$ cat src/rtl/ffha_pkg.sv
// Shared types and constants for the first-fit heap allocator.
package ffha_pkg;

   localparam int MAX_BLOCKS    = 64;
   localparam int IDX_W         = $clog2(MAX_BLOCKS);
   localparam int CNT_W         = $clog2(MAX_BLOCKS + 1);
   localparam int OFF_W         = 20;
   localparam int HEAP_W        = 21;
   localparam int HEADER_BYTES  = 24;
   localparam int CONTROL_BYTES = 8;
   localparam int MIN_SPLIT     = 8;
   localparam int HEAP_LIMIT    = 1048576;
   localparam int HEAP_RESET    = 65536;

   typedef enum logic [1:0] {
      ST_OK          = 2'd0,
      ST_NO_SPACE    = 2'd1,
      ST_DOUBLE_FREE = 2'd2,
      ST_NOT_START   = 2'd3
   } status_type;

   typedef enum logic [2:0] {
      WS_INIT,
      WS_COPY,
      WS_TAKE_ALL,
      WS_TAKE_PART,
      WS_REMAIN,
      WS_MERGE_SELF,
      WS_MERGE_LEFT
   } wr_sel_type;

   typedef struct packed {
      logic             free;
      logic [OFF_W-1:0] size;
      logic [OFF_W-1:0] start;
   } entry_type;

   typedef struct packed {
      logic             capture;
      logic             clr_right;
      logic             lat_hit;
      logic             lat_prev;
      logic             lat_next;
      logic             rd_en;
      logic [IDX_W-1:0] rd_addr;
      logic             wr_en;
      logic [IDX_W-1:0] wr_addr;
      wr_sel_type       wr_sel;
      logic             rsp_load;
      status_type       rsp_status;
      logic             rsp_grant;
   } cmd_type;

   typedef struct packed {
      logic kind;
      logic fit;
      logic big;
      logic match;
      logic hit_free;
      logic prev_free;
      logic right_free;
      logic rsp_busy;
   } sts_type;

endpackage

$ cat src/rtl/first_fit_heap_allocator_top.sv
// Top level of the first-fit heap allocator.
//
// Request channel (req_*): one beat is one operation. req_kind 0 allocates
// req_request_bytes (rounded up to 8); req_kind 1 releases the payload at
// req_release_offset. Response channel (rsp_*): exactly one beat per request,
// in order, with rsp_status and rsp_payload_offset (zero unless an
// allocation was granted).
// csr_wr_en/csr_wr_data write the heap size; the block table is rebuilt as
// one free block. Write only while no request is in flight.
// One request is worked at a time by a table walk over a single-port read /
// single-port write memory. A request scans up to the block count, then a
// split shifts the tail up one entry, or a release shifts it down by up to
// two; scan plus shift together touch each entry at most once. The next
// request is taken in the cycle after the response is loaded.
// Reset (synchronous) restores a 65536-byte heap and writes the initial
// entry in S_INIT before req_ready rises.
// If rsp_ready is held low, the finished response waits in its output
// register; the next request is still taken, and its response waits until
// the previous beat leaves.
module first_fit_heap_allocator_top import ffha_pkg::*; (
   input  logic              clock,
   input  logic              reset,
   input  logic              csr_wr_en,
   input  logic [HEAP_W-1:0] csr_wr_data,
   input  logic              req_valid,
   output logic              req_ready,
   input  logic              req_kind,
   input  logic [OFF_W-1:0]  req_request_bytes,
   input  logic [OFF_W-1:0]  req_release_offset,
   output logic              rsp_valid,
   input  logic              rsp_ready,
   output logic [1:0]        rsp_status,
   output logic [OFF_W-1:0]  rsp_payload_offset
);

   cmd_type cmd;
   sts_type sts;

   ffha_ctrl u_ctrl (
      .clock     (clock),
      .reset     (reset),
      .csr_wr_en (csr_wr_en),
      .req_valid (req_valid),
      .req_ready (req_ready),
      .sts       (sts),
      .cmd       (cmd)
   );

   ffha_dpath u_dpath (
      .clock              (clock),
      .reset              (reset),
      .csr_wr_en          (csr_wr_en),
      .csr_wr_data        (csr_wr_data),
      .req_kind           (req_kind),
      .req_request_bytes  (req_request_bytes),
      .req_release_offset (req_release_offset),
      .cmd                (cmd),
      .sts                (sts),
      .rsp_valid          (rsp_valid),
      .rsp_ready          (rsp_ready),
      .rsp_status         (rsp_status),
      .rsp_payload_offset (rsp_payload_offset)
   );

endmodule

$ cat src/rtl/ffha_dpath.sv
// Datapath: block table memory, request registers, entry arithmetic, result register.
module ffha_dpath import ffha_pkg::*; (
   input  logic              clock,
   input  logic              reset,
   input  logic              csr_wr_en,
   input  logic [HEAP_W-1:0] csr_wr_data,
   input  logic              req_kind,
   input  logic [OFF_W-1:0]  req_request_bytes,
   input  logic [OFF_W-1:0]  req_release_offset,
   input  cmd_type           cmd,
   output sts_type           sts,
   output logic              rsp_valid,
   input  logic              rsp_ready,
   output logic [1:0]        rsp_status,
   output logic [OFF_W-1:0]  rsp_payload_offset
);

   entry_type mem [MAX_BLOCKS];
   entry_type rd_q_ff;

   logic [HEAP_W-1:0] heap_ff;
   logic              kind_ff;
   logic [HEAP_W-1:0] need_ff;
   logic [OFF_W-1:0]  off_ff;
   entry_type         hit_ff;
   entry_type         prev_ff;
   logic [OFF_W-1:0]  next_size_ff;
   logic              right_ff;
   logic              rsp_valid_ff;
   status_type        rsp_status_ff;
   logic [OFF_W-1:0]  rsp_offset_ff;

   logic [HEAP_W-1:0] heap_clamp;
   logic [HEAP_W-1:0] size0;
   logic [HEAP_W-1:0] need_in;
   logic [OFF_W-1:0]  self_size;
   entry_type         wr_data;

   assign heap_clamp = (heap_ff > HEAP_W'(HEAP_LIMIT)) ? HEAP_W'(HEAP_LIMIT) : heap_ff;
   assign size0 = (heap_clamp >= HEAP_W'(CONTROL_BYTES + HEADER_BYTES))
                ? heap_clamp - HEAP_W'(CONTROL_BYTES + HEADER_BYTES) : '0;
   assign need_in = ({1'b0, req_request_bytes} + HEAP_W'(7)) & ~HEAP_W'(7);
   assign self_size = hit_ff.size
                    + (right_ff ? OFF_W'(HEADER_BYTES) + next_size_ff : '0);

   always_comb begin
      wr_data = rd_q_ff;
      case (cmd.wr_sel)
         WS_INIT: begin
            wr_data.start = OFF_W'(CONTROL_BYTES);
            wr_data.size  = size0[OFF_W-1:0];
            wr_data.free  = 1'b1;
         end
         WS_COPY: wr_data = rd_q_ff;
         WS_TAKE_ALL: begin
            wr_data      = hit_ff;
            wr_data.free = 1'b0;
         end
         WS_TAKE_PART: begin
            wr_data      = hit_ff;
            wr_data.size = need_ff[OFF_W-1:0];
            wr_data.free = 1'b0;
         end
         WS_REMAIN: begin
            wr_data.start = hit_ff.start + OFF_W'(HEADER_BYTES) + need_ff[OFF_W-1:0];
            wr_data.size  = hit_ff.size - need_ff[OFF_W-1:0] - OFF_W'(HEADER_BYTES);
            wr_data.free  = 1'b1;
         end
         WS_MERGE_SELF: begin
            wr_data      = hit_ff;
            wr_data.size = self_size;
            wr_data.free = 1'b1;
         end
         WS_MERGE_LEFT: begin
            wr_data      = prev_ff;
            wr_data.size = prev_ff.size + OFF_W'(HEADER_BYTES) + self_size;
            wr_data.free = 1'b1;
         end
         default: wr_data = rd_q_ff;
      endcase
   end

   // block table: one write, one registered read per cycle
   always_ff @(posedge clock) begin
      if (cmd.wr_en) begin
         mem[cmd.wr_addr] <= wr_data;
      end
      if (cmd.rd_en) begin
         rd_q_ff <= mem[cmd.rd_addr];
      end
   end

   always_ff @(posedge clock) begin
      if (cmd.capture) begin
         kind_ff <= req_kind;
         need_ff <= need_in;
         off_ff  <= req_release_offset;
      end
      if (cmd.lat_hit) begin
         hit_ff <= rd_q_ff;
      end
      if (cmd.lat_prev) begin
         prev_ff <= rd_q_ff;
      end
      if (cmd.lat_next) begin
         next_size_ff <= rd_q_ff.size;
      end
      if (cmd.rsp_load) begin
         rsp_status_ff <= cmd.rsp_status;
         rsp_offset_ff <= cmd.rsp_grant ? hit_ff.start + OFF_W'(HEADER_BYTES) : '0;
      end
   end

   always_ff @(posedge clock) begin
      if (reset) begin
         heap_ff      <= HEAP_W'(HEAP_RESET);
         right_ff     <= 1'b0;
         rsp_valid_ff <= 1'b0;
      end else begin
         if (csr_wr_en) begin
            heap_ff <= csr_wr_data;
         end
         if (cmd.clr_right) begin
            right_ff <= 1'b0;
         end else if (cmd.lat_next) begin
            right_ff <= rd_q_ff.free;
         end
         if (cmd.rsp_load) begin
            rsp_valid_ff <= 1'b1;
         end else if (rsp_ready) begin
            rsp_valid_ff <= 1'b0;
         end
      end
   end

   assign sts.kind       = kind_ff;
   assign sts.fit        = rd_q_ff.free && ({1'b0, rd_q_ff.size} >= need_ff);
   assign sts.big        = {2'b0, rd_q_ff.size} >= ({1'b0, need_ff}
                           + (HEAP_W+1)'(HEADER_BYTES + MIN_SPLIT));
   assign sts.match      = ({1'b0, rd_q_ff.start} + HEAP_W'(HEADER_BYTES)) == {1'b0, off_ff};
   assign sts.hit_free   = rd_q_ff.free;
   assign sts.prev_free  = prev_ff.free;
   assign sts.right_free = right_ff;
   assign sts.rsp_busy   = rsp_valid_ff && !rsp_ready;

   assign rsp_valid          = rsp_valid_ff;
   assign rsp_status         = rsp_status_ff;
   assign rsp_payload_offset = rsp_offset_ff;

endmodule

$ cat src/rtl/ffha_ctrl.sv
// Controller: sequences table scan, entry shifts, merge and result handoff.
module ffha_ctrl import ffha_pkg::*; (
   input  logic    clock,
   input  logic    reset,
   input  logic    csr_wr_en,
   input  logic    req_valid,
   output logic    req_ready,
   input  sts_type sts,
   output cmd_type cmd
);

   typedef enum logic [3:0] {
      S_INIT, S_IDLE, S_SCAN_RD, S_SCAN_CHK, S_UP_RD, S_UP_WR, S_REM_WR,
      S_TAKE_WR, S_NX_RD, S_NX_CHK, S_MERGE, S_DN_RD, S_DN_WR, S_RESULT
   } state_type;

   state_type        state_ff, state_in;
   logic [CNT_W-1:0] cnt_ff, cnt_in;
   logic [CNT_W-1:0] i_ff, i_in;
   logic [CNT_W-1:0] k_ff, k_in;
   logic [1:0]       d_ff, d_in;
   logic             sp_ff, sp_in;
   status_type       res_ff, res_in;
   logic             grant_ff, grant_in;

   logic [CNT_W-1:0] i_next;
   logic [CNT_W-1:0] k_far;
   logic             left;

   assign i_next = i_ff + CNT_W'(1);
   assign k_far  = k_ff + CNT_W'(d_ff);
   assign left   = (i_ff != '0) && sts.prev_free;

   always_comb begin
      state_in  = state_ff;
      cnt_in    = cnt_ff;
      i_in      = i_ff;
      k_in      = k_ff;
      d_in      = d_ff;
      sp_in     = sp_ff;
      res_in    = res_ff;
      grant_in  = grant_ff;
      cmd       = '0;
      cmd.wr_sel     = WS_COPY;
      cmd.rsp_status = res_ff;
      cmd.rsp_grant  = grant_ff;
      req_ready = 1'b0;

      unique case (state_ff)
         S_INIT: begin
            cmd.wr_en   = 1'b1;
            cmd.wr_addr = '0;
            cmd.wr_sel  = WS_INIT;
            cnt_in      = CNT_W'(1);
            state_in    = S_IDLE;
         end
         S_IDLE: begin
            req_ready = !csr_wr_en;
            if (req_valid && !csr_wr_en) begin
               cmd.capture   = 1'b1;
               cmd.clr_right = 1'b1;
               i_in          = '0;
               state_in      = S_SCAN_RD;
            end
         end
         S_SCAN_RD: begin
            if (i_ff == cnt_ff) begin
               res_in   = sts.kind ? ST_NOT_START : ST_NO_SPACE;
               grant_in = 1'b0;
               state_in = S_RESULT;
            end else begin
               cmd.rd_en   = 1'b1;
               cmd.rd_addr = i_ff[IDX_W-1:0];
               state_in    = S_SCAN_CHK;
            end
         end
         S_SCAN_CHK: begin
            if (!sts.kind) begin
               if (sts.fit) begin
                  cmd.lat_hit = 1'b1;
                  sp_in       = sts.big && (cnt_ff < CNT_W'(MAX_BLOCKS));
                  k_in        = cnt_ff;
                  state_in    = (sts.big && (cnt_ff < CNT_W'(MAX_BLOCKS)))
                              ? S_UP_RD : S_TAKE_WR;
               end else begin
                  i_in     = i_next;
                  state_in = S_SCAN_RD;
               end
            end else if (sts.match) begin
               if (sts.hit_free) begin
                  res_in   = ST_DOUBLE_FREE;
                  grant_in = 1'b0;
                  state_in = S_RESULT;
               end else begin
                  cmd.lat_hit = 1'b1;
                  state_in    = S_NX_RD;
               end
            end else begin
               cmd.lat_prev = 1'b1;
               i_in         = i_next;
               state_in     = S_SCAN_RD;
            end
         end
         S_UP_RD: begin
            if (k_ff > i_next) begin
               cmd.rd_en   = 1'b1;
               cmd.rd_addr = IDX_W'(k_ff - CNT_W'(1));
               state_in    = S_UP_WR;
            end else begin
               state_in = S_REM_WR;
            end
         end
         S_UP_WR: begin
            cmd.wr_en   = 1'b1;
            cmd.wr_addr = k_ff[IDX_W-1:0];
            cmd.wr_sel  = WS_COPY;
            k_in        = k_ff - CNT_W'(1);
            state_in    = S_UP_RD;
         end
         S_REM_WR: begin
            cmd.wr_en   = 1'b1;
            cmd.wr_addr = i_next[IDX_W-1:0];
            cmd.wr_sel  = WS_REMAIN;
            cnt_in      = cnt_ff + CNT_W'(1);
            state_in    = S_TAKE_WR;
         end
         S_TAKE_WR: begin
            cmd.wr_en   = 1'b1;
            cmd.wr_addr = i_ff[IDX_W-1:0];
            cmd.wr_sel  = sp_ff ? WS_TAKE_PART : WS_TAKE_ALL;
            res_in      = ST_OK;
            grant_in    = 1'b1;
            state_in    = S_RESULT;
         end
         S_NX_RD: begin
            if (i_next < cnt_ff) begin
               cmd.rd_en   = 1'b1;
               cmd.rd_addr = i_next[IDX_W-1:0];
               state_in    = S_NX_CHK;
            end else begin
               state_in = S_MERGE;
            end
         end
         S_NX_CHK: begin
            cmd.lat_next = 1'b1;
            state_in     = S_MERGE;
         end
         S_MERGE: begin
            cmd.wr_en = 1'b1;
            d_in      = {1'b0, left} + {1'b0, sts.right_free};
            if (left) begin
               cmd.wr_addr = IDX_W'(i_ff - CNT_W'(1));
               cmd.wr_sel  = WS_MERGE_LEFT;
               k_in        = i_ff;
            end else begin
               cmd.wr_addr = i_ff[IDX_W-1:0];
               cmd.wr_sel  = WS_MERGE_SELF;
               k_in        = i_next;
            end
            state_in = S_DN_RD;
         end
         S_DN_RD: begin
            if (k_far < cnt_ff) begin
               cmd.rd_en   = 1'b1;
               cmd.rd_addr = k_far[IDX_W-1:0];
               state_in    = S_DN_WR;
            end else begin
               cnt_in   = cnt_ff - CNT_W'(d_ff);
               res_in   = ST_OK;
               grant_in = 1'b0;
               state_in = S_RESULT;
            end
         end
         S_DN_WR: begin
            cmd.wr_en   = 1'b1;
            cmd.wr_addr = k_ff[IDX_W-1:0];
            cmd.wr_sel  = WS_COPY;
            k_in        = k_ff + CNT_W'(1);
            state_in    = S_DN_RD;
         end
         S_RESULT: begin
            if (!sts.rsp_busy) begin
               cmd.rsp_load = 1'b1;
               state_in     = S_IDLE;
            end
         end
         default: state_in = S_INIT;
      endcase

      if (csr_wr_en) begin
         state_in = S_INIT;
      end
   end

   always_ff @(posedge clock) begin
      if (reset) begin
         state_ff <= S_INIT;
         cnt_ff   <= CNT_W'(1);
         i_ff     <= '0;
         k_ff     <= '0;
         d_ff     <= '0;
         sp_ff    <= 1'b0;
         res_ff   <= ST_OK;
         grant_ff <= 1'b0;
      end else begin
         state_ff <= state_in;
         cnt_ff   <= cnt_in;
         i_ff     <= i_in;
         k_ff     <= k_in;
         d_ff     <= d_in;
         sp_ff    <= sp_in;
         res_ff   <= res_in;
         grant_ff <= grant_in;
      end
   end

endmodule

$ cat config.mk
export PLATFORM = sky130hd
export DESIGN_NAME = first_fit_heap_allocator_top
export DESIGN_NICKNAME = d
export VERILOG_FILES = /design/src/rtl/ffha_pkg.sv /design/src/rtl/first_fit_heap_allocator_top.sv /design/src/rtl/ffha_dpath.sv /design/src/rtl/ffha_ctrl.sv
export SDC_FILE = /design/constraint.sdc
export NUM_CORES = 2
export LEC_CHECK = 0
export BUFFER_PORTS_ARGS = -buffer_cell sky130_fd_sc_hd__buf_2
export CORE_MARGIN = 1.5
export CORE_UTILIZATION = 50
export DETAILED_ROUTE_END_ITERATION = 8
export PLACE_DENSITY = 0.66
export SLEW_MARGIN = 25
export SYNTH_ARGS = -nofsm -noshare
export SYNTH_HDL_FRONTEND = slang
export SYNTH_SLANG_ARGS = --single-unit
$ cat constraint.sdc
create_clock -name clock -period 11.1 [get_ports clock]
set_input_delay 0.555 -clock clock [delete_from_list [all_inputs] [get_ports clock]]
set_output_delay 0.555 -clock clock [all_outputs]
set_load 0.03 [all_outputs]
==> results.txt <==
- Status: complete, no violations
* Shortest clock period the worst path allows after layout: 6880 ps
- Setup skew after layout: 71.1 ps
* Worst vdd rail ir drop: 0.181 mV
* Worst min path class: in -> reg
- FF+latch count, synth: 2881
- Once detailed placement completed, the half-perimeter wirelength came to 190 mm.
- Area occupied by registers: 86000 µm²
* Cell type with the largest total area after synthesis: sky130_fd_sc_hd__edfxtp_1
- Fin Setup TNS: 0 ps
- Post-synthesis async set-or-reset flop share: 0%
- The startpoint identified for the worst hold timing path is reset.
- Number of antenna violations at the first check in global routing: 4
- Timing would allow up to 0.145 GHz.
- Reported leakage power: 44.5 nW
- Clock-pin slew was measured on the worst setup and hold paths at 70 ps.
- P per Cell Area: 170 nW/µm²
- Count of antenna-violating nets left after detailed routing: 0
- At the worst endpoint, the required time is 11790 ps.
- Slack of the worst reg-to-reg path: 4220 ps
* Worst Reg-to-Reg Cells: 16
* Min-Delay Endpoint: u_dpath.heap_ff[8]
- For the pin with the worst max-slew slack, the measured transition is 1120 ps.
- Ys flop type: sky130_fd_sc_hd__edfxtp_1
- In the final layout, the multi-input gates occupy 32100 µm².
- The number of pins exceeding their max-slew limit in the final report came to 0.
* Number of vias in the routed layout: 66900
* Maximum net fanout on the critical path: 62
* Cell with the most instances after synthesis: sky130_fd_sc_hd__edfxtp_1
- Final hold analysis gives a worst-case slack of 198 ps.
- STA classifies the critical path endpoint as a flop.
- Of the total power, combinational logic draws 3.6%.
* Bufs on Longest Clock Path: 4
- Counting every sink on the clock net gives 2881.
* Total number of H-tree levels: 5
- The core region is 238000 µm².
* Final WL: 328 mm
- Horizontal die dimension: 492 µm
* Count of hold buffers inserted by post-cts repair: 70
- 1st-iter DRT viols: 8610
- Pin count of the biggest net entering global routing: 118
- Source of the worst register-to-register timing path: u_ctrl.i_ff[2]
* Leading cell types by total area after synthesis: sky130_fd_sc_hd__edfxtp_1 (71%), sky130_fd_sc_hd__mux4_2 (9.5%), sky130_fd_sc_hd__mux2i_1 (2.7%)
- Yosys printed 0 warnings.
- Switching share of power: 20.9%
- Across the run, the number of max-cap violations was 0.
- Wire length of the first global-routing pass: 470 mm
- WL per Instance: 31.3 µm
- Summing all placed instances gives a cell area of 125000 µm².
* TritonCTS clock tree: done
- Number of global-route vias before repair: 65500
- Internal Dissipation: 0.0181 W
* Relative area change from synthesis to final layout: 12.9%
- Number of placed instances with taps included: 9884
* Number of resized instances in the post-cts repair step: 0
- I/O pins: 91
* Layout Cells excl Fill: 10500
- Switching power: 0.00478 W
- Total of endpoints with negative setup slack in the final report: 0
- Die span in y: 492 µm
* Number of buffers inserted during clock tree synthesis: 307
- Startpoint Class: flop
- Global-route usage over all layers: 26.9%
- Final core utilization: 56.7%
- After global routing the overflow that remains totals 0.
- Total non-filler cell area in the finished layout: 135000 µm²
- CTS placed an instance of sky130_fd_sc_hd__clkbuf_16 at the clock tree root.
- The number of nets in the synthesized netlist is 7020.
* Count of flip-flops with a built-in enable after synthesis: 2827
- In the routed design, unresolved DRC markers number 0.
* Port Buf Inserts: 90
* Hold Path Depth: 3
- In the synthesized netlist, the cells that appear most often are sky130_fd_sc_hd__edfxtp_1 (2827), sky130_fd_sc_hd__nand2_1 (534), sky130_fd_sc_hd__mux4_2 (502), sky130_fd_sc_hd__nor2_1 (345), sky130_fd_sc_hd__mux2i_1 (327).
* Critical path data arrival time: 7570 ps
* Unrepaired setup endpoints after global routing: false
* Via-per-instance ratio: 6.38
- Fillers: 17600
* Critical path class: reg -> reg
* Final number of hold-violating endpoints: 0
* Clk Latency, worst-skew pair: 960 ps
* Final period util: 62.0%
- Once the floorplan was initialized, standard cells occupied 50.2% of the core.
* Register share of total power: 53.5%
- Std cell rows: 179
* Fraction of layout instances using a drive strength above 1: 19.1%
- Number of nets at the end of the flow: 7347
* Distinct cells, synth: 100
- Die area: 242000 µm²
- The clock network burns 42.9% of the power.
* Gpl congestion: 0.914
- The worst register-to-register path ends at u_dpath.rd_q_ff[19].
* Worst relative slew slack: 24.6%
* Number of post-CTS setup repair buffers: 0
- After synthesis the cells add up to 119000 µm².
* DR pass1 iterations: 6
- Post-Synthesis Mean Instance Area: 17.6 µm²
* Sequential fraction of the synthesis area: 72.0%
- Post-Syn Instances: 6771
- Summed over its instances, the top area cell type makes up 71.1% of the synthesized netlist area.
## metrics by stage
| stage | setup slack, ps | power (W) |
|---|---|---|
| after floorplan | 4250 | 0.0129 |
| after global placement | 4450 | 0.0132 |
| after detailed placement | 4330 | 0.0133 |
| after CTS | 4320 | 0.0230 |
| after global routing | 3920 | 0.0234 |
| final | 4220 | 0.0229 |
## area by class of cell
cell class	instances	share of cell area, %
Antenna cell	5	0.00928
Tap cell	3167	2.94
Inverter	142	0.398
Multi-Input combinational cell	3409	23.8
Timing Repair Buffer	357	2.05
Sequential cell	2881	63.8
Clock buffer	371	6.01
Clock inverter	155	1.00
## state kept, by name (all words and copies together), names as in the netlist, 20 cells and up
register	flops
u_dpath.heap_ff	21
u_dpath.hit_ff	40
u_dpath.mem	2624
u_dpath.next_size_ff	20
u_dpath.off_ff	20
u_dpath.prev_ff	40
u_dpath.rd_q_ff	40
u_dpath.rsp_payload_offset	20
## layer usage
metal	GRT usage, %	vias up	wire length (µm)
met2	41.8	3579	153000
met3	5.85	518	33000
li1	-	27900	-
met5	0	-	27
met4	8.12	4	9820
met1	38.2	35000	132000
## layout by cell type, fill, tap and decap left out, drive strengths merged, types with 120 or more instances in the layout
master  count
a21oi     200
buf       287
clkbuf    371
edfxtp   2827
ha        177
inv       148
mux2i     327
mux4      502
nand2     536
nor2      346
xnor2     120
## power by group through the flow
stage / Sequential, W / Combinational [W] / Clock (W)
floorplan: 0.0125 / 0.000406 / 0
global placement: 0.0125 / 0.000762 / 0
detailed placement: 0.0125 / 0.000795 / 0
CTS: 0.0122 / 0.000817 / 0.00993
global route: 0.0122 / 0.000881 / 0.0103
finish: 0.0122 / 0.000824 / 0.00982
## kinds of logic (layout without fill, tap and decap cells)
kind of cell	after synthesis	after routing	synth area share, %
mux	829	829	12.2
other cells	0	5	0
xor+xnor	182	182	1.34
compound gates	944	944	5.58
simple gates	1271	1271	4.88
buf+inv	481	1025	2.04
fa+ha+maj	183	183	1.95
flops	2881	2881	72.0
## worst max-delay path by stage
stage | startpoint | to | slack (ps) | cells past startpoint
6_report | u_ctrl.i_ff[2] | u_dpath.rd_q_ff[19] | 4220 | 16
5_1_grt | u_ctrl.i_ff[2] | u_dpath.rd_q_ff[19] | 3920 | 16
4_1_cts | u_ctrl.i_ff[2] | u_dpath.rd_q_ff[2] | 4320 | 16
3_5_place_dp | u_ctrl.i_ff[2] | u_dpath.rd_q_ff[2] | 4330 | 16
3_3_place_gp | u_ctrl.i_ff[2] | u_dpath.rd_q_ff[2] | 4450 | 16
2_1_floorplan | u_dpath.next_size_ff[3] | u_dpath.mem[0][39] | 4250 | 25
## critical path, stage by stage (launching register included)
cell                        delay (ps)
sky130_fd_sc_hd__dfxtp_1           650
sky130_fd_sc_hd__nand3_1           330
sky130_fd_sc_hd__nor3_1            270
sky130_fd_sc_hd__xor2_1            370
sky130_fd_sc_hd__ha_1              320
sky130_fd_sc_hd__o21ai_0           280
sky130_fd_sc_hd__o2111ai_1         240
sky130_fd_sc_hd__or2_0             460
sky130_fd_sc_hd__o22a_1            440
sky130_fd_sc_hd__nand2_8           520
sky130_fd_sc_hd__buf_4             660
sky130_fd_sc_hd__buf_4             690
sky130_fd_sc_hd__mux4_2            400
sky130_fd_sc_hd__nor2_1            110
sky130_fd_sc_hd__nor2_1             70
sky130_fd_sc_hd__o22ai_1           470
sky130_fd_sc_hd__nor4_2            100
No activity file was read; power rests on OpenSTA's default activity.
